===== config.mk =====
export PLATFORM = sky130hd
export DESIGN_NAME = coalescing_batch_job_queue
export DESIGN_NICKNAME = d
export VERILOG_FILES = /design/src/hw/rtl/cbjq_pkg.sv /design/src/hw/rtl/cbjq_front.sv /design/src/hw/rtl/cbjq_back.sv /design/src/hw/rtl/coalescing_batch_job_queue.sv
export SDC_FILE = /design/constraint.sdc
export NUM_CORES = 2
export LEC_CHECK = 0
export BUFFER_PORTS_ARGS = -buffer_cell sky130_fd_sc_hd__buf_2
export CORE_MARGIN = 4
export CORE_UTILIZATION = 40
export DETAILED_ROUTE_END_ITERATION = 12
export HOLD_SLACK_MARGIN = 0.1
export SYNTH_ARGS = -nofsm -noshare
export SYNTH_HDL_FRONTEND = slang
export SYNTH_HIERARCHICAL = 1
export SYNTH_SLANG_ARGS = --single-unit

===== constraint.sdc =====
create_clock -name clk -period 4.4 [get_ports clk]
set_clock_uncertainty 0.05 [all_clocks]
set_input_delay 0.44 -clock clk [delete_from_list [all_inputs] [get_ports clk]]
set_output_delay 0.44 -clock clk [all_outputs]
set_load 0.02 [all_outputs]

===== src/hw/rtl/cbjq_pkg.sv =====
// Shared types and constants for the coalescing batch job queue.
// Used by the front end, the back end and the top level; no dependencies.

package cbjq_pkg;

	localparam int QUEUE_DEPTH  = 16;
	localparam int HANDLER_BITS = 8;
	localparam int CNT_W        = $clog2(QUEUE_DEPTH + 1);
	localparam int IDX_W        = (QUEUE_DEPTH > 1) ? $clog2(QUEUE_DEPTH) : 1;
	localparam int CFG_W        = 5;
	localparam int CMP_W        = (CNT_W > CFG_W) ? CNT_W : CFG_W;
	localparam logic [CFG_W-1:0] CAP_RESET = CFG_W'(16);

	typedef enum logic [1:0] {
		FN_PUSH = 2'd0,
		FN_PULL = 2'd1,
		FN_STOP = 2'd2,
		FN_NONE = 2'd3
	} func_t;

	typedef enum logic [2:0] {
		ST_DELIVERED = 3'd0,
		ST_PUSHED    = 3'd1,
		ST_COALESCED = 3'd2,
		ST_FULL      = 3'd3,
		ST_EMPTY     = 3'd4,
		ST_STOPPED   = 3'd5
	} status_t;

	typedef struct packed {
		logic [1:0]  func;
		logic [31:0] item_id;
		logic [7:0]  handler;
		logic [31:0] cookie;
	} job_t;

	typedef struct packed {
		status_t     status;
		logic [31:0] out_item_id;
		logic [7:0]  out_handler;
		logic [31:0] out_cookie;
		logic        last;
	} res_t;

	typedef struct packed {
		func_t                   op;
		logic [31:0]             item_id;
		logic [HANDLER_BITS-1:0] handler;
		logic [31:0]             cookie;
	} cmd_t;

	typedef enum logic [1:0] {
		BE_IDLE  = 2'd0,
		BE_EXEC  = 2'd1,
		BE_DRAIN = 2'd2
	} be_state_t;

endpackage


===== src/hw/rtl/cbjq_front.sv =====
// Front end: accepts input items, drops unused operations, and queues commands.
// Depends on cbjq_pkg for the item and command types.

module cbjq_front
	import cbjq_pkg::*;
(
	input  logic  clk,
	input  logic  arst_n,
	input  logic  job_valid,
	output logic  job_stall,
	input  job_t  job,
	output logic  cmd_valid,
	input  logic  cmd_pop,
	output cmd_t  cmd
);

	localparam int FQ_DEPTH = 2;

	cmd_t       fifo_q [FQ_DEPTH];
	logic       wr_ptr_q;
	logic       rd_ptr_q;
	logic [1:0] cnt_q;
	logic       keep;
	logic       pop;
	cmd_t       cmd_d;

	assign job_stall = (cnt_q == 2'(FQ_DEPTH));
	assign cmd_valid = (cnt_q != 2'd0);
	assign cmd       = fifo_q[rd_ptr_q];
	assign pop       = cmd_pop && cmd_valid;

	always_comb begin
		keep = job_valid && !job_stall;
		case (job.func)
			FN_PUSH: cmd_d.op = FN_PUSH;
			FN_PULL: cmd_d.op = FN_PULL;
			FN_STOP: cmd_d.op = FN_STOP;
			default: begin
				cmd_d.op = FN_NONE;
				keep     = 1'b0;
			end
		endcase
		cmd_d.item_id = job.item_id;
		cmd_d.handler = job.handler[HANDLER_BITS-1:0];
		cmd_d.cookie  = job.cookie;
	end

	always_ff @(posedge clk) begin
		if (keep) begin
			fifo_q[wr_ptr_q] <= cmd_d;
		end
	end

	always_ff @(posedge clk or negedge arst_n) begin
		if (!arst_n) begin
			wr_ptr_q <= 1'b0;
			rd_ptr_q <= 1'b0;
			cnt_q    <= 2'd0;
		end else begin
			if (keep) begin
				wr_ptr_q <= !wr_ptr_q;
			end
			if (pop) begin
				rd_ptr_q <= !rd_ptr_q;
			end
			case ({keep, pop})
				2'b10:   cnt_q <= cnt_q + 2'd1;
				2'b01:   cnt_q <= cnt_q - 2'd1;
				default: cnt_q <= cnt_q;
			endcase
		end
	end

endmodule


===== src/hw/rtl/cbjq_back.sv =====
// Back end: holds the job store, matches pushes, drains pulls and registers results.
// Depends on cbjq_pkg for the command, result and state types.

module cbjq_back
	import cbjq_pkg::*;
(
	input  logic             clk,
	input  logic             arst_n,
	input  logic             cmd_valid,
	output logic             cmd_pop,
	input  cmd_t             cmd,
	input  logic             cfg_valid,
	output logic             cfg_ready,
	input  logic [CFG_W-1:0] cfg_data,
	output logic             res_valid,
	input  logic             res_stall,
	output res_t             res
);

	be_state_t               state_q, state_d;
	cmd_t                    cmd_q;
	logic [31:0]             ids_q [QUEUE_DEPTH];
	logic [HANDLER_BITS-1:0] hds_q [QUEUE_DEPTH];
	logic [31:0]             cks_q [QUEUE_DEPTH];
	logic [CNT_W-1:0]        fill_q, fill_d;
	logic                    stop_q, stop_d;
	logic [CFG_W-1:0]        cap_q;
	logic [IDX_W-1:0]        idx_q, idx_d;
	res_t                    res_q, res_d;
	logic                    res_valid_q;
	logic                    res_load;
	logic                    wr_en;
	logic                    slot_free;
	logic [QUEUE_DEPTH-1:0]  hit;
	logic                    any_hit;
	logic [CMP_W-1:0]        lim;
	logic                    full;
	logic                    drain_last;
	res_t                    drain_res;

	assign cfg_ready = 1'b1;
	assign res_valid = res_valid_q;
	assign res       = res_q;
	assign slot_free = !res_valid_q || !res_stall;

	always_comb begin
		for (int i = 0; i < QUEUE_DEPTH; i++) begin
			hit[i] = (CNT_W'(i) < fill_q) && (ids_q[i] == cmd_q.item_id) &&
				(hds_q[i] == cmd_q.handler) && (cks_q[i] == cmd_q.cookie);
		end
		any_hit = |hit;
		lim     = (CMP_W'(cap_q) > CMP_W'(QUEUE_DEPTH)) ? CMP_W'(QUEUE_DEPTH)
			: CMP_W'(cap_q);
		full    = (CMP_W'(fill_q) >= lim);

		drain_last            = ((CNT_W'(idx_q) + CNT_W'(1)) == fill_q);
		drain_res.status      = ST_DELIVERED;
		drain_res.out_item_id = ids_q[idx_q];
		drain_res.out_handler = 8'(hds_q[idx_q]);
		drain_res.out_cookie  = cks_q[idx_q];
		drain_res.last        = drain_last;
	end

	always_comb begin
		state_d  = state_q;
		fill_d   = fill_q;
		stop_d   = stop_q;
		idx_d    = idx_q;
		cmd_pop  = 1'b0;
		res_load = 1'b0;
		wr_en    = 1'b0;
		res_d    = '{status: ST_EMPTY, out_item_id: '0, out_handler: '0,
			out_cookie: '0, last: 1'b1};
		case (state_q)
			BE_IDLE: begin
				idx_d = '0;
				if (cmd_valid) begin
					cmd_pop = 1'b1;
					state_d = BE_EXEC;
				end
			end
			BE_EXEC: begin
				case (cmd_q.op)
					FN_PUSH: begin
						if (slot_free) begin
							res_load = 1'b1;
							state_d  = BE_IDLE;
							if (any_hit) begin
								res_d.status = ST_COALESCED;
							end else if (full) begin
								res_d.status = ST_FULL;
							end else begin
								res_d.status = ST_PUSHED;
								wr_en        = 1'b1;
								fill_d       = fill_q + CNT_W'(1);
							end
						end
					end
					FN_PULL: begin
						if (slot_free) begin
							res_load = 1'b1;
							if (stop_q) begin
								res_d.status = ST_STOPPED;
								fill_d       = '0;
								state_d      = BE_IDLE;
							end else if (fill_q == '0) begin
								res_d.status = ST_EMPTY;
								state_d      = BE_IDLE;
							end else begin
								res_d = drain_res;
								if (drain_last) begin
									fill_d  = '0;
									state_d = BE_IDLE;
								end else begin
									idx_d   = idx_q + IDX_W'(1);
									state_d = BE_DRAIN;
								end
							end
						end
					end
					default: begin
						stop_d  = 1'b1;
						state_d = BE_IDLE;
					end
				endcase
			end
			BE_DRAIN: begin
				if (slot_free) begin
					res_load = 1'b1;
					res_d    = drain_res;
					if (drain_last) begin
						fill_d  = '0;
						state_d = BE_IDLE;
					end else begin
						idx_d = idx_q + IDX_W'(1);
					end
				end
			end
			default: begin
				state_d = BE_IDLE;
			end
		endcase
	end

	always_ff @(posedge clk) begin
		if (cmd_pop) begin
			cmd_q <= cmd;
		end
		if (wr_en) begin
			ids_q[fill_q[IDX_W-1:0]] <= cmd_q.item_id;
			hds_q[fill_q[IDX_W-1:0]] <= cmd_q.handler;
			cks_q[fill_q[IDX_W-1:0]] <= cmd_q.cookie;
		end
		if (res_load) begin
			res_q <= res_d;
		end
	end

	always_ff @(posedge clk or negedge arst_n) begin
		if (!arst_n) begin
			state_q     <= BE_IDLE;
			fill_q      <= '0;
			stop_q      <= 1'b0;
			idx_q       <= '0;
			cap_q       <= CAP_RESET;
			res_valid_q <= 1'b0;
		end else begin
			state_q <= state_d;
			fill_q  <= fill_d;
			stop_q  <= stop_d;
			idx_q   <= idx_d;
			if (cfg_valid && cfg_ready) begin
				cap_q <= cfg_data;
			end
			if (res_load) begin
				res_valid_q <= 1'b1;
			end else if (!res_stall) begin
				res_valid_q <= 1'b0;
			end
		end
	end

endmodule


===== src/hw/rtl/coalescing_batch_job_queue.sv =====
// Top level of the coalescing batch job queue: front end, command queue, back end.
// Depends on cbjq_pkg, cbjq_front and cbjq_back.
//
//   channel  direction  handshake             payload
//   job      in         job_valid/job_stall   job_t (func, item_id, handler, cookie)
//   res      out        res_valid/res_stall   res_t (status, job fields, last)
//   cfg      in         cfg_valid/cfg_ready   capacity limit, 5 bits
//
// In the back end a push is taken from the queue in IDLE and matched in EXEC against all
// stored jobs in parallel. A pull delivers the stored jobs one result at a time, in EXEC
// then DRAIN, set by the single read port of the job store; a stop sets the stop flag.
// Reset clears the counts, the stop flag and the queue; the store itself is not cleared.
// A stalled result holds in its output register while the two-entry queue keeps taking items until full.

module coalescing_batch_job_queue
	import cbjq_pkg::*;
(
	input  logic             clk,
	input  logic             arst_n,
	input  logic             job_valid,
	output logic             job_stall,
	input  job_t             job,
	output logic             res_valid,
	input  logic             res_stall,
	output res_t             res,
	input  logic             cfg_valid,
	output logic             cfg_ready,
	input  logic [CFG_W-1:0] cfg_data
);

	logic cmd_valid;
	logic cmd_pop;
	cmd_t cmd;

	cbjq_front u_front (
		.clk       (clk),
		.arst_n    (arst_n),
		.job_valid (job_valid),
		.job_stall (job_stall),
		.job       (job),
		.cmd_valid (cmd_valid),
		.cmd_pop   (cmd_pop),
		.cmd       (cmd)
	);

	cbjq_back u_back (
		.clk       (clk),
		.arst_n    (arst_n),
		.cmd_valid (cmd_valid),
		.cmd_pop   (cmd_pop),
		.cmd       (cmd),
		.cfg_valid (cfg_valid),
		.cfg_ready (cfg_ready),
		.cfg_data  (cfg_data),
		.res_valid (res_valid),
		.res_stall (res_stall),
		.res       (res)
	);

endmodule

# Word level (Yosys, flattened, before mapping)
# Memories as Yosys holds them, arrays and structs flattened. A register that Yosys moved wholly into a read port is not among the register bits.
# Cells that the tools add are included.
op_classes:
  n_addsub: 5
  multipliers: 0
  div_mod_pow: 0
  n_lt_le_gt_ge: 18
  n_eq_ne: 71
  shift: 0
  muxes: 59
  bitwise: 1
  reduce_logical: 71
ops:
  columns: ["operator", "n"]
  rows:
  - ["equality test 32 bit", 32]
  - ["2-to-1 mux 73 bit", 3]
  - ["2-to-1 mux 76 bit", 2]
  - ["one-hot mux 76 bit (2 select lines)", 1]
  - ["equality test 8 bit", 16]
  - ["logical AND 1 bit", 50]
  - ["2-to-1 mux 5 bit", 9]
  - ["< comparator 4 x 5 -> 1 bit, first input constant", 8]
  - ["2-to-1 mux 4 bit", 6]
  - ["< comparator 3 x 5 -> 1 bit, first input constant", 4]
  - ["one-hot mux 5 bit (2 select lines)", 2]
  - ["2-to-1 mux 2 bit", 9]
  - ["2-to-1 mux 1 bit", 16]
  - ["OR reduction 16 bit", 1]
  - ["2-to-1 mux 3 bit", 4]
  - ["one-hot mux 2 bit (3 select lines)", 2]
  - ["one-hot mux 4 bit (3 select lines)", 1]
  - ["< comparator 1 x 5 -> 1 bit, first input constant", 2]
  - ["< comparator 2 x 5 -> 1 bit, first input constant", 2]
  - ["!= test 2 x 1 -> 1 bit, second input constant", 5]
  - ["equality test 2 x 1 -> 1 bit, second input constant", 4]
  - ["equality test 2 bit, second input constant", 4]
  - ["one-hot mux 2 bit (2 select lines)", 2]
  - ["AND reduction 8 bit", 1]
  - ["other kinds (27)", 39]
word_totals:
  reg_bits: 98
  latch_bits: 0
  ramBits: 1300
  rom_bits: 0
  in_bits: 84
  out_inout_bits: 79
  elab_cells: 243
  n_memories: 4
memory_table:
  columns: ["memory", "words", "word_bits", "rd", "rd_clocked_by_memory_dff", "write_ports", "line_no", "rtl"]
  rows:
  - ["u_back.cks_q", 16, 32, 17, 0, 1, "cbjq_back.sv:24", "logic [31:0] cks_q [QUEUE_DEPTH];"]
  - ["u_back.ids_q", 16, 32, 17, 0, 1, "cbjq_back.sv:22", "logic [31:0] ids_q [QUEUE_DEPTH];"]
  - ["u_front.fifo_q", 2, 74, 1, 1, 1, "cbjq_front.sv:19", "cmd_t fifo_q [FQ_DEPTH];"]
  - ["u_back.hds_q", 16, 8, 17, 0, 1, "cbjq_back.sv:23", "logic [HANDLER_BITS-1:0] hds_q [QUEUE_DEPTH];"]

# Depth between registers and ports, before layout
# An unclocked memory read counts as a cell.
logic_depth:
  depth_word: 12
  ltp_mapped: 13
  depth_no_buf: 11

# Hierarchy
# Netlist, hierarchy kept.
by_module_without_submodules:
  columns: ["module", "instances", "cells_per_inst", "area_each_um2", "seq_area_each_um2"]
  rows:
  - ["cbjq_back", 1, 3777, 63479.6, 39549.2]
  - ["cbjq_front", 1, 251, 5756.8, 4544.4]

# Least setup slack after synthesis
# No wires, ideal clock.
synth_path:
  kind: "reg-to-reg"
  from: "reg u_back.state_q[0]"
  to: "reg u_back.res_q, in the netlist u_back/res[0], enable pin"
  setup_ns: 0.511
  arrival_ns: 4.210
  path_slack_ns: -0.371
  stages_incl_launch_ff: 6
  n_path_buf: 1
  period_less_slack_ns: 4.771
  cell_sequence: "dfrtp_1 -> inv_1 -> ha_1 -> buf_1 -> nand2_1 -> nor2_1"
synth_between:
  elab_chain_cells: 2
synth_rtl:
  columns: ["element", "line_no", "rtl"]
  rows:
  - ["from (decl)", "cbjq_back.sv:20", "be_state_t state_q, state_d;"]
  - ["from (signal assigned)", "cbjq_back.sv:168", "state_q <= state_d;"]
  - ["equality test 2 bit / equality test 2 x 1 -> 1 bit (equally long branches)", "cbjq_back.sv:74", "case (state_q)"]
  - ["one-hot mux 1 bit (2 select lines) *", "cbjq_back.sv:74", null]
  - ["named net u_back.res_load", "cbjq_back.sv:31", "logic res_load;"]
  - ["to (signal assigned)", "cbjq_back.sv:155", "res_q <= res_d;"]
  - ["to (decl)", "cbjq_back.sv:29", "res_t res_q, res_d;"]
# Mark *: on every way through the listed nets, which the timed path passes. The rest lies on a longest branch.
# A chain may end at the register's enable or synchronous reset.

# Worst setup path in the final report
layout_path:
  from: "reg u_back/cmd_q[10] (netlist name)"
  to: "mem u_back.cks_q[1][8], enable pin"
layout_between:
  elab_chain_cells: 9
layout_rtl:
  columns: ["element", "line_no", "rtl"]
  rows:
  - ["equality test 32 bit", "cbjq_back.sv:49", "(hds_q[i] == cmd_q.handler) && (cks_q[i] == cmd_q.cookie);"]
  - ["logical AND 1 bit", "cbjq_back.sv:49", null]
  - ["OR reduction 16 bit *", "cbjq_back.sv:51", "any_hit = |hit;"]
  - ["2-to-1 mux 1 bit *", "cbjq_back.sv:88", "if (any_hit) begin"]
  - ["2-to-1 mux 1 bit *", "cbjq_back.sv:85", "if (slot_free) begin"]
  - ["2-to-1 mux 1 bit *", "cbjq_back.sv:83", "case (cmd_q.op)"]
  - ["2-to-1 mux 1 bit *", "cbjq_back.sv:74", null]
  - ["2-to-1 mux 1 bit *", "cbjq_back.sv:149", "if (wr_en) begin"]
  - ["2-to-1 mux 1 bit (implied by the code) *", "cbjq_back.sv:152", "cks_q[fill_q[IDX_W-1:0]] <= cmd_q.cookie;"]
  - ["to (decl)", "cbjq_back.sv:24", null]
# Mark *: on every way between the ends. The rest lies on a longest branch, timed or not.

==> summary.md <==
* largest buffer count on any clock path: 3
* EDFF count, synth: 1450
* remaining antenna violation count: 0
* worst supply voltage drop on vdd: 0.501 mV
* Req. time, crit path: 4.86 ns
* layout cell share with drive strength beyond 1: 34.7%
* number of CTS-inserted buffers: 166
* final weighted congestion in routability-driven placement: 1.10
* largest net degree at the start of global routing: 75
* number of instances in the synthesized netlist: 4028
* count of final setup violators: 1134
* H-Tree Level Count: 4
* nets: 5200
* drt via density: 6.33
* Commonest cells post-synth: sky130_fd_sc_hd__edfxtp_1 (1450), sky130_fd_sc_hd__xnor2_1 (811), sky130_fd_sc_hd__mux4_2 (360)
* setup repair after global routing missed its margin: false
* count of buffer and inverter cells on the critical path: 3
* initial DRC count: 8467
* worst min path class: in2reg
* internal power component: 38.6 mW
* total die area: 180000 um^2
* TritonCTS clock tree: built
* syn_nets: 4126
* GRT overflow: 0
* clock latency on the worst-skew pair: 0.86 ns
* smallest setup slack after layout: -0.253 ns
* ratio of final minimum period to clock period: 106%
* library cell contributing the largest single delay on the critical path: sky130_fd_sc_hd__xnor2_1
* largest fanout on the critical path: 35
* clock network fraction of total power: 20.8%
* number of vias in the routed layout: 48000
* area growth from synthesis to final layout: 26.3%
* Setup Slack @ Placement: -0.350 ns
* most used flip-flop cell after synthesis: sky130_fd_sc_hd__edfxtp_1
* worst hold margin: 0.261 ns
* Post-CTS Setup Bufs: 0
* #FFs+latches synth: 1472
* Net Switching: 29.0 mW
* share of the yosys chip area belonging to registers: 63.7%
* std cell rows: 152
* Leakage: 29.0 nW
* type of the setup path with the least slack: reg2reg
* Clock Tree Root: sky130_fd_sc_hd__clkbuf_16
* top cell type by total area after synthesis: sky130_fd_sc_hd__edfxtp_1
* average size of a mapped cell: 17.2 um^2
* global-route usage over all layers: 42.9%
* result of the run: finished, violations left
* Gate power share: 50.8%
* via count of the first global-routing pass: 44500
* DRT Pass-1 Iters: 6
* fmax: 215 MHz
* Tmin final: 4.65 ns
* number of maximum-capacitance violations: 1
* transition time at the pin with the least slew margin: 1.42 ns
* DRC viols: 0
* biggest area contributors in the synthesized netlist: sky130_fd_sc_hd__edfxtp_1 (63%), sky130_fd_sc_hd__mux4_2 (12%), sky130_fd_sc_hd__xnor2_1 (10%)
* total power: 67.6 mW
* power density over cell area: 773 nW/um^2
* post-route insts no fill: 7585
* initial antenna violation count: 76
* chain of cells forming the critical path: buf_4, buf_4, xnor2_1, nand4_1, nor4_1, nand3_1, o32ai_1, nor4_2, nand3_2, nor3_4, and3_4, buf_12
* instance area after placement: 80900 um^2
* crit-path leading delay family: simple AND/OR/NAND/NOR gates
* clock sink count: 1472
* port buffer count: 161
* Seq pwr share: 28.4%
* core occupancy in the finished layout: 50.8%
* most repeated library cell on the critical path: sky130_fd_sc_hd__buf_4
* final number of max-transition violations: 0
* detailed-route wire length per cell: 51.3 um
* startpoint kind of the worst setup timing path: flop
* peak per-stage delay on the critical path: 0.82 ns
* top cell type's share of synthesized area: 62.9%
* starting density of the core: 40.3%
* post-synthesis instance area: 69200 um^2
* CORE AREA: 172000 um^2
* number of warning messages in the yosys log: 6
* violated checks: capacitance limit, setup timing
* Routed WL: 389 mm
* wire length of the first global-routing pass: 489 mm
* nature of the critical path endpoint: flop
* most frequent cell after synthesis: sky130_fd_sc_hd__edfxtp_1
* Post-DP HPWL: 315 mm
* final count of hold timing violations: 0
* cell area after layout: 87400 um^2
* Cell Count Post-Placement: 7153
* floorplan die height: 424 um
* Max-Slew Margin vs Limit: 3.19%
* Die X-Extent: 424 um
* number of distinct library cell variants in the gate-level netlist after synthesis: 76
* share of synthesized flip-flops with an asynchronous set or reset: 1.49%
* sum of negative setup slack: -128.47 ns
* Arrival @ worst endpoint: 5.11 ns
* switch share: 42.9%
* clock edge transition at the registers on the reported setup and hold paths: 0.06 ns
* I/O pin total: 163
-- path summary, 6_finish.rpt --
kind                                                   start                              end  slack, ns  depth (start not counted)
worst min register to register  u_front/cnt_q[1]$_DFFE_PN0P_     u_front/cnt_q[1]$_DFFE_PN0P_       0.44                          1
min in group asynchronous                             arst_n      u_back/cap_q[4]$_DFFE_PN1P_       0.63                          3
worst max register to register    u_back/cmd_q[10]$_DFFE_PP_     u_back/cks_q[1][8]$_DFFE_PP_      -0.25                         12
worst min-delay path                                 job[40]  u_front/fifo_q[0][40]$_DFFE_PP_       0.26                          2
worst max-delay path              u_back/cmd_q[10]$_DFFE_PP_     u_back/cks_q[1][8]$_DFFE_PP_      -0.25                         12
max in group asynchronous                             arst_n      u_back/idx_q[0]$_DFFE_PN0P_       3.48                          4
-- routing by layer --
layer  share of wire [%]  track usage [%]  routed length [um]  up-vias
met3                  12             12.1               45100      784
met1                  38             57.9              149000    25500
li1                    -                -                   -    17900
met2                  42             60.7              164000     3784
met4                 7.9             27.6               30700       36
met5               0.066                0                 258        -
-- worst register-to-register path: stages (launching register included) --
cell	delay, ns
sky130_fd_sc_hd__edfxtp_1	0.39
sky130_fd_sc_hd__buf_4	0.17
sky130_fd_sc_hd__buf_4	0.21
sky130_fd_sc_hd__xnor2_1	0.82
sky130_fd_sc_hd__nand4_1	0.54
sky130_fd_sc_hd__nor4_1	0.42
sky130_fd_sc_hd__nand3_1	0.13
sky130_fd_sc_hd__o32ai_1	0.54
sky130_fd_sc_hd__nor4_2	0.14
sky130_fd_sc_hd__nand3_2	0.18
sky130_fd_sc_hd__nor3_4	0.10
sky130_fd_sc_hd__and3_4	0.30
sky130_fd_sc_hd__buf_12	0.18
-- flip-flops by register name, summed over array words and instances, names as in the netlist --
name              flops
u_back/cap_q          5
u_back/cks_q        512
u_back/cmd_q         74
u_back/fill_q         5
u_back/hds_q        128
u_back/ids_q        512
u_back/idx_q          4
u_back/res           76
u_back/res_valid      1
u_back/state_q        2
u_back/stop_q         1
u_front/cnt_q         2
u_front/fifo_q      148
u_front/rd_ptr_q      1
u_front/wr_ptr_q      1
-- power groups by stage --
| stage | clock network (mW) | logic (mW) | registers (mW) |
|---|---|---|---|
| after CTS | 14.2 | 33.1 | 19.2 |
| after global placement | 0 | 33.0 | 19.5 |
| after detailed placement | 0 | 32.9 | 19.5 |
| after global routing | 14.9 | 33.8 | 19.3 |
| final | 14.1 | 34.3 | 19.2 |
| after floorplan | 0 | 12.1 | 20.0 |
-- layout make-up --
cell class / count / area (um^2)
diodes: 38 / 95.1
clock buffers: 205 / 4360
clock inverters: 98 / 1020
fillers: 14500 / 84500
inverters: 61 / 229
multi-input cells: 2245 / 23700
flip-flops and latches: 1472 / 44100
well taps: 2310 / 2890
repair buffers: 1156 / 11000
-- logic make-up after synthesis --
group / synth area share (%)
flops: 63.7
mux: 13.2
other cells: 0.00542
fa+ha+maj: 0.253
xor+xnor: 13.9
buf+inv: 2.56
simple gates: 4.99
compound gates: 1.38
-- repair_timing --
action | in CTS | in global routing
cloned | 1 | 0
resized for setup | 16 | 5
endpoints found under the setup margin | 1158 | 541
hold endpoints to repair | 178 | 0
hold buffers | 90 | 0
pin swaps | 1 | 0
-- placed cells by master (no fill, tap or decap), types with 7 or more instances in the layout --
master and count:
sky130_fd_sc_hd__xnor2_1 795, sky130_fd_sc_hd__and3_4 16, sky130_fd_sc_hd__dlygate4sd3_1 89, sky130_fd_sc_hd__a2111oi_0 7
sky130_fd_sc_hd__nor2_1 18, sky130_fd_sc_hd__xor2_1 286, sky130_fd_sc_hd__buf_12 200, sky130_fd_sc_hd__nor2b_1 87
sky130_fd_sc_hd__clkbuf_1 35, sky130_fd_sc_hd__bufinv_16 16, sky130_fd_sc_hd__nand4_1 221, sky130_fd_sc_hd__nor4_2 11
sky130_fd_sc_hd__clkinv_2 32, sky130_fd_sc_hd__nor4_1 104, sky130_fd_sc_hd__edfxtp_1 1450, sky130_fd_sc_hd__a21oi_1 7
sky130_fd_sc_hd__inv_1 60, sky130_fd_sc_hd__buf_2 162, sky130_fd_sc_hd__o22ai_1 23, sky130_fd_sc_hd__clkinv_1 31
sky130_fd_sc_hd__buf_4 705, sky130_fd_sc_hd__nor3_1 18, sky130_fd_sc_hd__clkbuf_16 168, sky130_fd_sc_hd__o21ai_0 19
sky130_fd_sc_hd__nand2b_1 10, sky130_fd_sc_hd__nand2_1 33, sky130_fd_sc_hd__diode_2 38, sky130_fd_sc_hd__mux2_2 28
sky130_fd_sc_hd__o2bb2ai_1 11, sky130_fd_sc_hd__nand3_1 21, sky130_fd_sc_hd__xnor2_2 16, sky130_fd_sc_hd__mux4_2 360
sky130_fd_sc_hd__dfrtp_1 16, sky130_fd_sc_hd__mux2_4 50, sky130_fd_sc_hd__ha_1 14
Power figures use the tool's default switching activity.
